## src/design/bmrm_pkg.sv

```systemverilog
`timescale 1ns / 1ps
// ----------------------------------------------------------------------------
// bmrm_pkg: shared types and codes for the byte memory register machine
// Opcodes, status codes, field widths and the queued instruction record.
// ----------------------------------------------------------------------------
package bmrm_pkg;

	localparam int OPC_W    = 3;
	localparam int REG_W    = 4;
	localparam int OFF_W    = 12;
	localparam int CNT_W    = 4;
	localparam int DATA_W   = 64;
	localparam int ABYTES_W = 13;
	localparam int STATUS_W = 2;
	localparam int LIMIT_W  = 13;
	localparam int BYTE_W   = 8;
	localparam int LANES    = 8;
	localparam int LANE_W   = 3;

	localparam logic [OPC_W-1:0] OP_NOP       = 3'd0;
	localparam logic [OPC_W-1:0] OP_ALLOC     = 3'd1;
	localparam logic [OPC_W-1:0] OP_STORE_IMM = 3'd2;
	localparam logic [OPC_W-1:0] OP_STORE_REG = 3'd3;
	localparam logic [OPC_W-1:0] OP_LOAD      = 3'd4;
	localparam logic [OPC_W-1:0] OP_ADD       = 3'd5;
	localparam logic [OPC_W-1:0] OP_SUB       = 3'd6;
	localparam logic [OPC_W-1:0] OP_PRINT     = 3'd7;

	localparam logic [STATUS_W-1:0] ST_DONE    = 2'd0;
	localparam logic [STATUS_W-1:0] ST_PRINTED = 2'd1;
	localparam logic [STATUS_W-1:0] ST_BAD     = 2'd2;
	localparam logic [STATUS_W-1:0] ST_BOUNDS  = 2'd3;

	localparam logic [CNT_W-1:0] MAX_BYTES = 4'd8;

	localparam int QDEPTH = 4;
	localparam int QPTR_W = 2;
	localparam int QCNT_W = 3;

	typedef struct packed {
		logic [OPC_W-1:0]    op;
		logic [REG_W-1:0]    rd;
		logic [REG_W-1:0]    ra;
		logic [REG_W-1:0]    rb;
		logic [OFF_W-1:0]    off;
		logic [CNT_W-1:0]    cnt;
		logic [DATA_W-1:0]   imm;
		logic [ABYTES_W-1:0] abytes;
		logic                bad;
	} item_t;

endpackage

```

## src/design/bmrm_front.sv

```systemverilog
`timescale 1ns / 1ps
// ----------------------------------------------------------------------------
// bmrm_front: instruction intake and classification
// Checks register indexes and access size per opcode, then queues the
// instruction for the execution pipeline.
// ----------------------------------------------------------------------------
module bmrm_front #(
	parameter int NUM_REGS = 16
) (
	input  logic                            clk,
	input  logic                            arst_n,
	input  logic                            in_valid,
	output logic                            in_stall,
	input  logic [bmrm_pkg::OPC_W-1:0]      opcode,
	input  logic [bmrm_pkg::REG_W-1:0]      dest_reg,
	input  logic [bmrm_pkg::REG_W-1:0]      src_reg_a,
	input  logic [bmrm_pkg::REG_W-1:0]      src_reg_b,
	input  logic [bmrm_pkg::OFF_W-1:0]      byte_offset,
	input  logic [bmrm_pkg::CNT_W-1:0]      byte_count,
	input  logic signed [bmrm_pkg::DATA_W-1:0] immediate,
	input  logic [bmrm_pkg::ABYTES_W-1:0]   alloc_bytes,
	output logic                            head_valid,
	output bmrm_pkg::item_t                 head,
	input  logic                            pop
);

	import bmrm_pkg::*;

	function automatic logic reg_ok(input logic [REG_W-1:0] r);
		return 32'(r) < 32'(NUM_REGS);
	endfunction

	logic  rd_ok, ra_ok, rb_ok, reg_bad, size_bad;
	item_t new_item;

	item_t              q_mem [QDEPTH];
	logic [QPTR_W-1:0]  wr_ptr_q, rd_ptr_q;
	logic [QCNT_W-1:0]  count_q;
	logic               push, do_pop;

	// classify
	always_comb begin
		rd_ok = reg_ok(dest_reg);
		ra_ok = reg_ok(src_reg_a);
		rb_ok = reg_ok(src_reg_b);
		case (opcode)
			OP_STORE_REG: begin
				reg_bad = !ra_ok;
			end
			OP_LOAD, OP_PRINT: begin
				reg_bad = !rd_ok;
			end
			OP_ADD, OP_SUB: begin
				reg_bad = !(rd_ok && ra_ok && rb_ok);
			end
			default: begin
				reg_bad = 1'b0;
			end
		endcase
		size_bad = (opcode inside {OP_STORE_IMM, OP_STORE_REG, OP_LOAD}) &&
			(byte_count > MAX_BYTES);

		new_item.op     = opcode;
		new_item.rd     = dest_reg;
		new_item.ra     = src_reg_a;
		new_item.rb     = src_reg_b;
		new_item.off    = byte_offset;
		new_item.cnt    = byte_count;
		new_item.imm    = immediate;
		new_item.abytes = alloc_bytes;
		new_item.bad    = reg_bad || size_bad;
	end

	// queue
	assign in_stall   = (count_q == QCNT_W'(QDEPTH));
	assign head_valid = (count_q != '0);
	assign head       = q_mem[rd_ptr_q];
	assign push       = in_valid && !in_stall;
	assign do_pop     = pop && head_valid;

	always_ff @(posedge clk) begin
		if (push) begin
			q_mem[wr_ptr_q] <= new_item;
		end
	end

	always_ff @(posedge clk or negedge arst_n) begin
		if (!arst_n) begin
			wr_ptr_q <= '0;
			rd_ptr_q <= '0;
			count_q  <= '0;
		end else begin
			if (push) begin
				wr_ptr_q <= wr_ptr_q + 1'b1;
			end
			if (do_pop) begin
				rd_ptr_q <= rd_ptr_q + 1'b1;
			end
			case ({push, do_pop})
				2'b10: begin
					count_q <= count_q + 1'b1;
				end
				2'b01: begin
					count_q <= count_q - 1'b1;
				end
				default: begin
					count_q <= count_q;
				end
			endcase
		end
	end

	a_count_range: assert property (@(posedge clk) disable iff (!arst_n)
		count_q <= QCNT_W'(QDEPTH))
		else $error("queue count beyond depth");

endmodule

```

## config.mk

```make
export PLATFORM = sky130hd
export DESIGN_NAME = bmrm_front
export DESIGN_NICKNAME = d
export VERILOG_FILES = /design/src/design/bmrm_pkg.sv /design/src/design/bmrm_front.sv
export SDC_FILE = /design/constraint.sdc
export NUM_CORES = 1
export LEC_CHECK = 0
export CORE_MARGIN = 2
export CORE_UTILIZATION = 50
export CTS_BUF_LIST = sky130_fd_sc_hd__clkbuf_8
export DETAILED_ROUTE_END_ITERATION = 10
export DONT_BUFFER_PORTS = 1
export GPL_TIMING_DRIVEN = 0
export PLACE_DENSITY = 0.68
export SYNTH_ARGS = -nofsm -noshare
export SYNTH_HDL_FRONTEND = slang
export SYNTH_SLANG_ARGS = --single-unit
export TNS_END_PERCENT = 5
```

## constraint.sdc

```tcl
create_clock -name clk -period 10.4 [get_ports clk]
set_input_delay 2.08 -clock clk [delete_from_list [all_inputs] [get_ports clk]]
set_output_delay 2.08 -clock clk [all_outputs]
set_load 0.03 [all_outputs]
```

==> metrics.txt, run 1 <==
run status complete, no violations; CP cell instances clkbuf_1 > buf_2 > mux4_2; area post-placement ~0.017 mm²; First DRT Iteration DRCs around 330; routed len/inst between 20 and 30 µm; Layout area overhead 12.2%; crit path time final about 4600 ps; initial antenna violation count 0; global-route wire length before repair approximately 42 mm; Leak just under 0.006 µW; Slew @ Worst Pin just under 900 ps; hold_sp count_q[2]$_DFFE_PN0P_; DRC 0; Placer Congestion around 0.76; register share of total power a little over two fifths; FMAX 0.217 GHz; H-tree lvl count 3; peak supply drop ~140 µV; # resized after CTS 0; core box area between 0.03 and 0.04 mm²; hold-fix buffer count after cts 0; Fin Clk Skew 29.1 ps; reg2reg setup slack ~7900 ps; RR Endpoint q_mem[0][46]$_DFFE_PP_; Die ar. between 0.03 and 0.04 mm²; startpoint types flip-flop; CP peak stage delay 670 ps; Worst Hold Class reg -> reg; RSZ-0062 raised after global routing false; clock-pin slew on the worst setup and hold paths 60 ps; final setup TNS 0 ps; fin worst setup slack roughly 5800 ps; number of global-route vias before repair a little over 7000; DRT Pass-1 Iters 4; Post CTS Setup Buffer Count 0; syn_nets around 730; Max clock buf depth 3; GRT overflow 0; Via Count around 6500; crit share post-route 44.3%; Crit path arrival time roughly 2500 ps; CP max stage cell clkbuf_1; post-synthesis cell type count 22; pin count of the biggest net entering global routing 47; DPL Wire Length about 18 mm; Power per Cell Area 310 mW/mm²; Comb pwr share 33.0%; final slew viol count 0; Crit Path Category reg -> out; DIE HEIGHT approximately 180 µm; most frequent cells in the layout 436 x edfxtp_1, 109 x mux4_2, 71 x clkbuf_8; R2R depth 5; worst setup path end head[83]; reg2reg start count_q[2]$_DFFE_PN0P_; # rows 65; Starting Density 51.0%; Top Ports roughly 220; switching part of the total power between 30% and 40%; element type at the critical path end primary output; Post-Place Setup Slack between 6000 and 7000 ps; CTS tree built; Layout Utilization 57.2%; crit path max fanout 10; Netlist Area Pre-Place between 0.015 and 0.02 mm²; I/O Buffers 0; clk sinks between 400 and 500; Seq/Total Area, Yosys just over 80%; post-synthesis cell count about 600; Fin. Hold Viols 0; YS warnings 0; Clock Latency Late Sink a little under 600 ps; diodes inserted 0; cell area after layout between 0.015 and 0.02 mm²; average size of a mapped cell between 20 and 30 µm²; Chip Width roughly 180 µm; Psw between 1500 and 2000 µW; Max transition margin 41.6%; Finish-stage setup viols 0; share of layout cells above drive strength 1 around a third; worst hold slack between 500 and 600 ps; Pint between 3000 and 4000 µW; clock buffer count from CTS 70; Tot GR Track Use between 15 and 20%; vias per cell about 5.7; clock root cell clkbuf_8; Clk pwr share approximately a quarter; Critical Path RT between 8000 and 9000 ps; antenna viol nets, final 0; max_cap viols 0; Crit. Startpoint rd_ptr_q[1]$_DFFE_PN0P_; Seq cells post-synth roughly 440; Detailed Route WL approximately 29 mm; commonest non-fill, non-tap cell in the layout edfxtp_1; Final #Nets 808
==> power groups by stage <==
stage / clock [µW] / combinational [µW] / sequential, µW
4_1_cts: 1380 / 1900 / 2440
3_3_place_gp: 0 / 1820 / 2520
3_5_place_dp: 0 / 1890 / 2470
2_1_floorplan: 0 / 1520 / 2480
6_report: 1330 / 1850 / 2440
5_1_grt: 1450 / 1950 / 2460
==> worst min-delay path by stage <==
| stage | slack [ps] | cells past startpoint | to |
|---|---|---|---|
| after floorplan | 470 | 1 | count_q[2]$_DFFE_PN0P_ |
| after global placement | 490 | 1 | count_q[2]$_DFFE_PN0P_ |
| after detailed placement | 500 | 1 | count_q[2]$_DFFE_PN0P_ |
| after CTS | 500 | 1 | count_q[2]$_DFFE_PN0P_ |
| after global routing | 540 | 1 | count_q[2]$_DFFE_PN0P_ |
| final | 500 | 1 | count_q[2]$_DFFE_PN0P_ |
==> metal layers <==
metal	up-vias	GRT usage [%]	share of wire [%]
li1	2802	-	-
met1	3435	18.9	36
met2	235	28.5	51
met3	53	7.27	9.7
met4	0	7.01	2.8
met5	-	0	0
==> flip-flops by register name (all words and copies together) (netlist names) <==
register  count
rd_ptr_q      2
q_mem       436
wr_ptr_q      2
count_q       3
==> critical path, delay by kind of cell, from the launching register on <==
kind | cells | cell delay, ps
flops | 1 | 350
buf+inv | 2 | 1090
mux | 1 | 500
==> synthesized netlist by cell type <==
library cell  count  area share, %
buf_4             1          0.046
mux4_2          109             15
dfrtp_1           7            1.1
inv_1             6           0.14
nor2b_2           1          0.054
ha_1              5           0.39
nor2_1            3          0.070
and2_1            4           0.15
buf_6             9           0.63
or3_1             1          0.039
edfxtp_1        436             81
xor2_1            3           0.16
mux2i_1           2           0.12
buf_2            12           0.37
clkbuf_1          2          0.046
o31ai_1           1          0.046
o31a_1            1          0.054
nor3b_2           1          0.077
nand2_1           1          0.023
mux2_1            1          0.070
xnor2_1           3           0.16
fa_1              1           0.12
==> per-stage QoR <==
stage,std cells,power (µW)
3_3_place_gp,1012,4350
3_5_place_dp,1020,4370
2_1_floorplan,610,4000
4_1_cts,1141,5710
5_1_grt,1141,5850
6_report,1141,5620
==> final cells by class <==
| class | count | area (µm²) |
|---|---|---|
| Timing Repair Buffer | 8 | 190 |
| Multi-Input combinational cell | 137 | 2720 |
| Clock inverter | 50 | 290 |
| Sequential cell | 443 | 13300 |
| Buffer | 24 | 176 |
| Clock buffer | 71 | 977 |
| Tap cell | 402 | 503 |
| Inverter | 6 | 22.5 |
| Fill cell | 2226 | 13600 |
==> kinds of logic (layout without fill, tap and decap cells) <==
group	count (synthesis)	count (layout)	share of synthesized area (%)
and+or+nand+nor	11	11	0.418
xor gates and xnor gates	6	6	0.325
buffers and inverters	30	159	1.23
muxes	112	112	15.4
AOI/OAI and AO/OA	2	2	0.101
DFF	443	443	82.0
adders and majority gates	6	6	0.511
(Power assumes the default switching activity.)
==> inputs of run 2 (changes only) <==
--- a/config.mk
+++ b/config.mk
@@ -5,13 +5,14 @@
 export SDC_FILE = /design/constraint.sdc
 export NUM_CORES = 1
 export LEC_CHECK = 0
+export ABC_AREA = 1
 export CORE_MARGIN = 2
 export CORE_UTILIZATION = 50
 export CTS_BUF_LIST = sky130_fd_sc_hd__clkbuf_8
 export DETAILED_ROUTE_END_ITERATION = 10
 export DONT_BUFFER_PORTS = 1
 export GPL_TIMING_DRIVEN = 0
-export PLACE_DENSITY = 0.68
+export PLACE_DENSITY = 0.71
 export SYNTH_ARGS = -nofsm -noshare
 export SYNTH_HDL_FRONTEND = slang
 export SYNTH_SLANG_ARGS = --single-unit
==> constraint.sdc (replaced) <==
create_clock -name clk -period 4.2 [get_ports clk]
set_input_delay 0.84 -clock clk [delete_from_list [all_inputs] [get_ports clk]]
set_output_delay 0.84 -clock clk [all_outputs]
set_load 0.03 [all_outputs]
==> run 2 against run 1 <==
  * Sequential power increased by 150%
  * Utilization shrank 0.40 points
  * Count of clock-buffer cells in the layout increased by 2
  * Clock skew rose by 5.0 ps
  * Cell count grew 70%
  * Synthesized area grew 11%
  * Critical path depth rose by 2
  * Critical path type unchanged
  * Critical endpoint is now head[54]
  * Largest power group is now combinational cells
==> metrics.txt, run 2 <==
run status complete, no violations; clock root cell clkbuf_8; hold path cells 0; share of layout cells above drive strength 1 12.1%; startpoint types flip-flop; Via Count approximately 10000; Top Ports about 220; core box area between 0.03 and 0.04 mm²; Worst Hold Class in -> reg; Tot GR Track Use a little over a fifth; Netlist Area Pre-Place 0.0179 mm²; crit path max fanout 10; RSZ-0062 raised after global routing false; Final #Nets 1548; Non-Filler Instances 1945; DRC 0; Placed Cells 1816; final slew viol count 0; R2R depth 6; worst hold endpoint q_mem[3][3]$_DFFE_PP_; CP most frequent cell buf_2; clock buffer count from CTS 72; Post-synth EDFFs 436; Seq/Total Area, Yosys between 70% and 80%; cell area after layout around 0.020 mm²; average size of a mapped cell about 13 µm²; CP peak stage delay about 400 ps; vias per cell around 5.2; reg2reg start count_q[1]$_DFFE_PN0P_; Clk pwr share about a fifth; Psw between 6000 and 7000 µW; DRT Pass-1 Iters 4; routed len/inst between 15 and 20 µm; biggest regs q_mem: 436 flops, count_q: 3 flops; initial antenna violation count 0; top cells by area, synth edfxtp_1 73%, o211ai_1 9.1%, nand2_1 7.2%, inv_1 4.9%, buf_6 2.8%; First DRT Iteration DRCs between 600 and 700; Power Total about 15000 µW; Critical Path RT 3360 ps; antenna viol nets, final 0; Crit Path Category reg -> out; Seq cells post-synth roughly 440; YS warnings 0; clk sinks 443; delay-heaviest family, CP buffers and inverters; post-synthesis cell type count 19; Crit path arrival time about 2200 ps; Fin Clk Skew roughly 34 ps; CP max stage cell dfrtp_1; top post-synthesis cells by count 436 x edfxtp_1, 345 x nand2_1, 235 x inv_1; post-synth top area share around three quarters; syn_nets around 1500; switching part of the total power between 40% and 50%; Detailed Route WL 38.7 mm; FMAX roughly 0.33 GHz; Placer Congestion 0.753; Leak a little under 0.008 µW; CP cell instances inv_1 > buf_2 > buf_2 > o211ai_1 > nand2_1; Comb pwr share about two fifths; global-route wire length before repair between 50 and 60 mm; DPL Wire Length 24.5 mm; Post CTS Setup Buffer Count 0; Starting Density 50.6%; H-tree lvl count 3; Pint around 9000 µW; commonest non-fill, non-tap cell in the layout edfxtp_1; post-synthesis cell count around 1300; most frequent cells in the layout 436 x edfxtp_1, 345 x nand2_1, 255 x inv_1; Fin. Hold Viols 0; Layout Utilization between 50 and 60%; # resized after CTS 0; Slew @ Worst Pin ~580 ps; # rows around 70; number of global-route vias before repair roughly 11000; Max clock buf depth 3; Chip Width roughly 190 µm; register share of total power around two fifths; clock-pin slew on the worst setup and hold paths roughly 60 ps; FFs w/ async S/R, synth approximately 1.6%; I/O Buffers 0; RR Endpoint q_mem[1][71]$_DFFE_PP_; pin count of the biggest net entering global routing 29; DIE HEIGHT roughly 190 µm; hold-fix buffer count after cts 1; GRT overflow 0; Synth area leader edfxtp_1; reg2reg setup slack 1870 ps; Power per Cell Area 766 mW/mm²; Clock Latency Late Sink slightly above 600 ps; peak supply drop just under 600 µV; ys flop type edfxtp_1; hold_sp alloc_bytes[2]; max_cap viols 0; crit path time final slightly above 3000 ps; Max transition margin 61.2%; buffer and inverter count on the worst path 3; element type at the critical path end primary output; area post-placement ~0.019 mm²; Die ar. approximately 0.037 mm²; CTS tree built; crit share post-route 73.0%; Layout area overhead 12.3%; count leader, synth edfxtp_1; max reg flops about 440; Finish-stage setup viols 0; Biggest register q_mem
## run 2: through the flow
stage | worst slack (ps) | hold WS, ps | TNS [ps]
6_report | 1140 | 318 | 0
5_1_grt | 1020 | 285 | 0
4_1_cts | 1060 | 270 | 0
3_5_place_dp | 1670 | 470 | 0
3_3_place_gp | -2520 | 464 | -1040090
2_1_floorplan | -108 | 446 | -47250
## run 2: worst max-delay path by stage
stage / from / end / slack (ps) / cells past startpoint
after floorplan: in_valid / q_mem[0][0]$_DFFE_PP_ / -110 / 2
after global placement: in_valid / q_mem[0][65]$_DFFE_PP_ / -2520 / 2
after detailed placement: in_valid / q_mem[1][66]$_DFFE_PP_ / 1670 / 4
after CTS: rd_ptr_q[1]$_DFFE_PN0P_ / head[54] / 1060 / 5
after global routing: rd_ptr_q[1]$_DFFE_PN0P_ / head[8] / 1020 / 5
final: rd_ptr_q[1]$_DFFE_PN0P_ / head[54] / 1140 / 5
## run 2: area by class of cell
class / count / area (µm²)
Clock buffer: 73 / 1000
Buffer: 72 / 641
Clock inverter: 54 / 259
Multi-Input combinational cell: 588 / 3140
Antenna cell: 1 / 2.50
Timing Repair Buffer: 17 / 330
Fill cell: 2793 / 15300
Sequential cell: 443 / 13300
Tap cell: 461 / 577
Inverter: 236 / 886
## run 2: power by group through the flow
stage                     registers, µW  logic, µW  clock network, µW
after CTS                          5990       6260               3380
after global placement             6230       5960                  0
after floorplan                    6120       4590                  0
final                              5990       6140               3280
after global routing               6050       6660               3560
after detailed placement           6070       6250                  0
## run 2: cells by family (layout without fill, tap and decap cells)
family | after synthesis | after routing | synth area share (%)
fa+ha+maj | 6 | 6 | 0.461
compound gates | 221 | 221 | 9.23
xor+xnor | 1 | 1 | 0.0489
flops | 443 | 443 | 74.1
other cells | 0 | 1 | 0
simple gates | 360 | 360 | 7.62
buf+inv | 308 | 452 | 8.53
## run 2: metal layers
metal / vias up / part of all wire (%) / GRT usage (%)
met1: 4886 / 41 / 25.8
li1: 4860 / - / -
met5: - / 0 / 0
met2: 294 / 47 / 33.7
met4: 0 / 3.0 / 8.71
met3: 80 / 8.7 / 7.58
==> inputs of run 3 (changes only) <==
--- a/config.mk
+++ b/config.mk
@@ -12,7 +12,7 @@
 export DETAILED_ROUTE_END_ITERATION = 10
 export DONT_BUFFER_PORTS = 1
 export GPL_TIMING_DRIVEN = 0
-export PLACE_DENSITY = 0.71
+export PLACE_DENSITY = 0.68
 export SYNTH_ARGS = -nofsm -noshare
 export SYNTH_HDL_FRONTEND = slang
 export SYNTH_SLANG_ARGS = --single-unit
==> constraint.sdc (replaced) <==
create_clock -name clk -period 2.9 [get_ports clk]
set_input_delay 0.58 -clock clk [delete_from_list [all_inputs] [get_ports clk]]
set_output_delay 0.58 -clock clk [all_outputs]
set_load 0.03 [all_outputs]
==> run 3 against run 2 <==
  * Clock skew fell by 11 ps
  * Non-clock buffer count did not move
  * Design area rose by 0.35%
  * Sequential share of layout area fell by 0.23 points
  * Via count rose by 0.17%
  * Routed wire length rose by 0.30%
  * Die area did not move
  * Register-to-register slack got worse by 1600 ps
  * Cell count fell by 0.10%
  * Count of clock-buffer cells in the layout rose by 3
  * Global-route usage rose by 0.13 points
  * Total power rose by 46%
  * Critical path type unchanged
  * Critical endpoint is now head[97]
  * Largest cell class unchanged
  * Largest power group unchanged
==> metrics.txt, run 3 (synthesis results as in run 2) <==
Max clock buf depth 3; Filler cells approximately 2800; hold_sp dest_reg[0]; pin count of the biggest net entering global routing 29; biggest regs q_mem: 436 flops, count_q: 3 flops; number of global-route vias before repair 10700; Via Count roughly 10000; H-tree lvl count 3; Chip Width 193 µm; fin worst setup slack 177 ps; CP max stage cell dfrtp_1; commonest non-fill, non-tap cell in the layout edfxtp_1; antenna viol nets, final 0; Tot GR Track Use between 20% and 30%; Crit path arrival time between 2000 and 2500 ps; Top Ports about 220; Biggest register q_mem; Multi-input gate area approximately 0.0031 mm²; Crit. Startpoint rd_ptr_q[1]$_DFFE_PN0P_; startpoint types flip-flop; max reg flops approximately 440; Psw 9380 µW; Max transition margin between 30 and 40%; # rows between 60 and 70; Detailed Route WL between 30 and 40 mm; most frequent cells in the layout 436 x edfxtp_1, 345 x nand2_1, 259 x inv_1; Fin. Hold Viols 0; Finish-stage setup viols 0; Final #Nets 1548; RSZ-0062 raised after global routing false; clk sinks 443; Critical Path RT roughly 2300 ps; Worst Hold Class in -> reg; CTS tree built; vias per cell about 5.2; Post CTS Setup Buffer Count 0; Clock Latency Late Sink just over 600 ps; switching part of the total power between 40% and 50%; run status complete, no violations; First DRT Iteration DRCs 781; Placer Congestion between 0.7 and 0.8; Slew @ Worst Pin around 950 ps; global-route wire length before repair roughly 60 mm; DRC 0; final slew viol count 0; I/O Buffers 0; share of layout cells above drive strength 1 about an eighth; peak supply drop just under 800 µV; cell area after layout 0.0202 mm²; Die ar. between 0.03 and 0.04 mm²; DPL Wire Length 24.1 mm; Clk pwr share a little over a fifth; clock-pin slew on the worst setup and hold paths approximately 60 ps; routed len/inst around 20 µm; DIE HEIGHT roughly 190 µm; Fin Clk Skew approximately 23 ps; element type at the critical path end primary output; crit path max fanout 10; CP cell instances inv_1 > buf_2 > buf_2 > o211ai_1 > nand2_1; reg2reg start count_q[0]$_DFFE_PN0P_; Post-Place Setup Slack about 300 ps; register share of total power between 30% and 40%; Leak 0.00792 µW; Pint 13200 µW; diodes inserted 0; Power per Cell Area ~1100 mW/mm²; DRT Pass-1 Iters 5; # resized after CTS 0; clock root cell clkbuf_8; core box area approximately 0.035 mm²; area post-placement around 0.019 mm²; max_cap viols 0; Power Total between 20000 and 25000 µW; initial antenna violation count 0; hold-fix buffer count after cts 1; clock buffer count from CTS 72; CP most frequent cell buf_2; GRT overflow 0; CP peak stage delay between 400 and 500 ps; FMAX around 0.37 GHz; crit share post-route about 94%; Non-Filler Instances between 1500 and 2000; Crit Path Category reg -> out; Comb pwr share between 30% and 40%; Starting Density about half; Placed Cells about 1800; Layout area overhead 12.7%; FF+latch area roughly 0.013 mm²; crit path time final between 2000 and 3000 ps
-- run 3: changes by cell type in the layout (fill, tap and decap cells not counted), moves of 2 or more --
cell,previous run,this run
inv_1,255,259
clkbuf_8,73,76
buf_12,16,13
clkinv_1,19,9
clkinv_2,9,11
buf_16,0,3
-- run 3: final cells by class --
class,count,share of cell area (%)
tap,461,2.86
timing repair buffer,17,1.75
inverter,236,4.39
clock buffer,76,5.18
clock inverter,50,1.33
buffer,72,3.18
sequential,443,65.8
multi-input combinational,588,15.5
-- run 3: per-layer routing --
metal	routed length [µm]	GRT usage [%]	vias up
met1	15400	25.5	4863
met5	0	0	-
met4	1050	8.57	0
met3	3780	8.00	77
met2	18600	34.2	328
li1	-	-	4869
-- run 3: power by group through the flow --
stage | sequential, µW | combinational [µW] | clock (µW)
after detailed placement | 8800 | 9060 | 0
after global placement | 9020 | 8620 | 0
after global routing | 8760 | 9630 | 5360
after floorplan | 8870 | 6650 | 0
final | 8670 | 8930 | 4940
after CTS | 8680 | 9080 | 5090
-- run 3: critical path: cells and delay by family, from the launching register on --
kind,cells,cell delay (ps)
compound gates,1,140
buf+inv,3,700
flops,1,410
simple gates,1,290
-- run 3: per-stage QoR --
stage	TNS (ps)	util, %	hold WS, ps
2_1_floorplan	-500690	-	284
3_3_place_gp	-1513750	52.2	285
3_5_place_dp	0	53.3	285
4_1_cts	0	57.0	15.5
5_1_grt	0	57.0	32.1
6_report	0	57.0	66.6
-- run 3: path summary, 6_finish.rpt --
kind / to / slack (ps) / cells after the start
worst max-delay path: head[97] / 180 / 5
worst min-delay path: q_mem[3][102]$_DFFE_PP_ / 70 / 0
worst max register to register: q_mem[1][59]$_DFFE_PP_ / 320 / 6
worst min register to register: count_q[0]$_DFFE_PN0P_ / 480 / 1
max in group asynchronous: wr_ptr_q[1]$_DFFE_PN0P_ / 2270 / 1
min in group asynchronous: count_q[0]$_DFFE_PN0P_ / 340 / 1
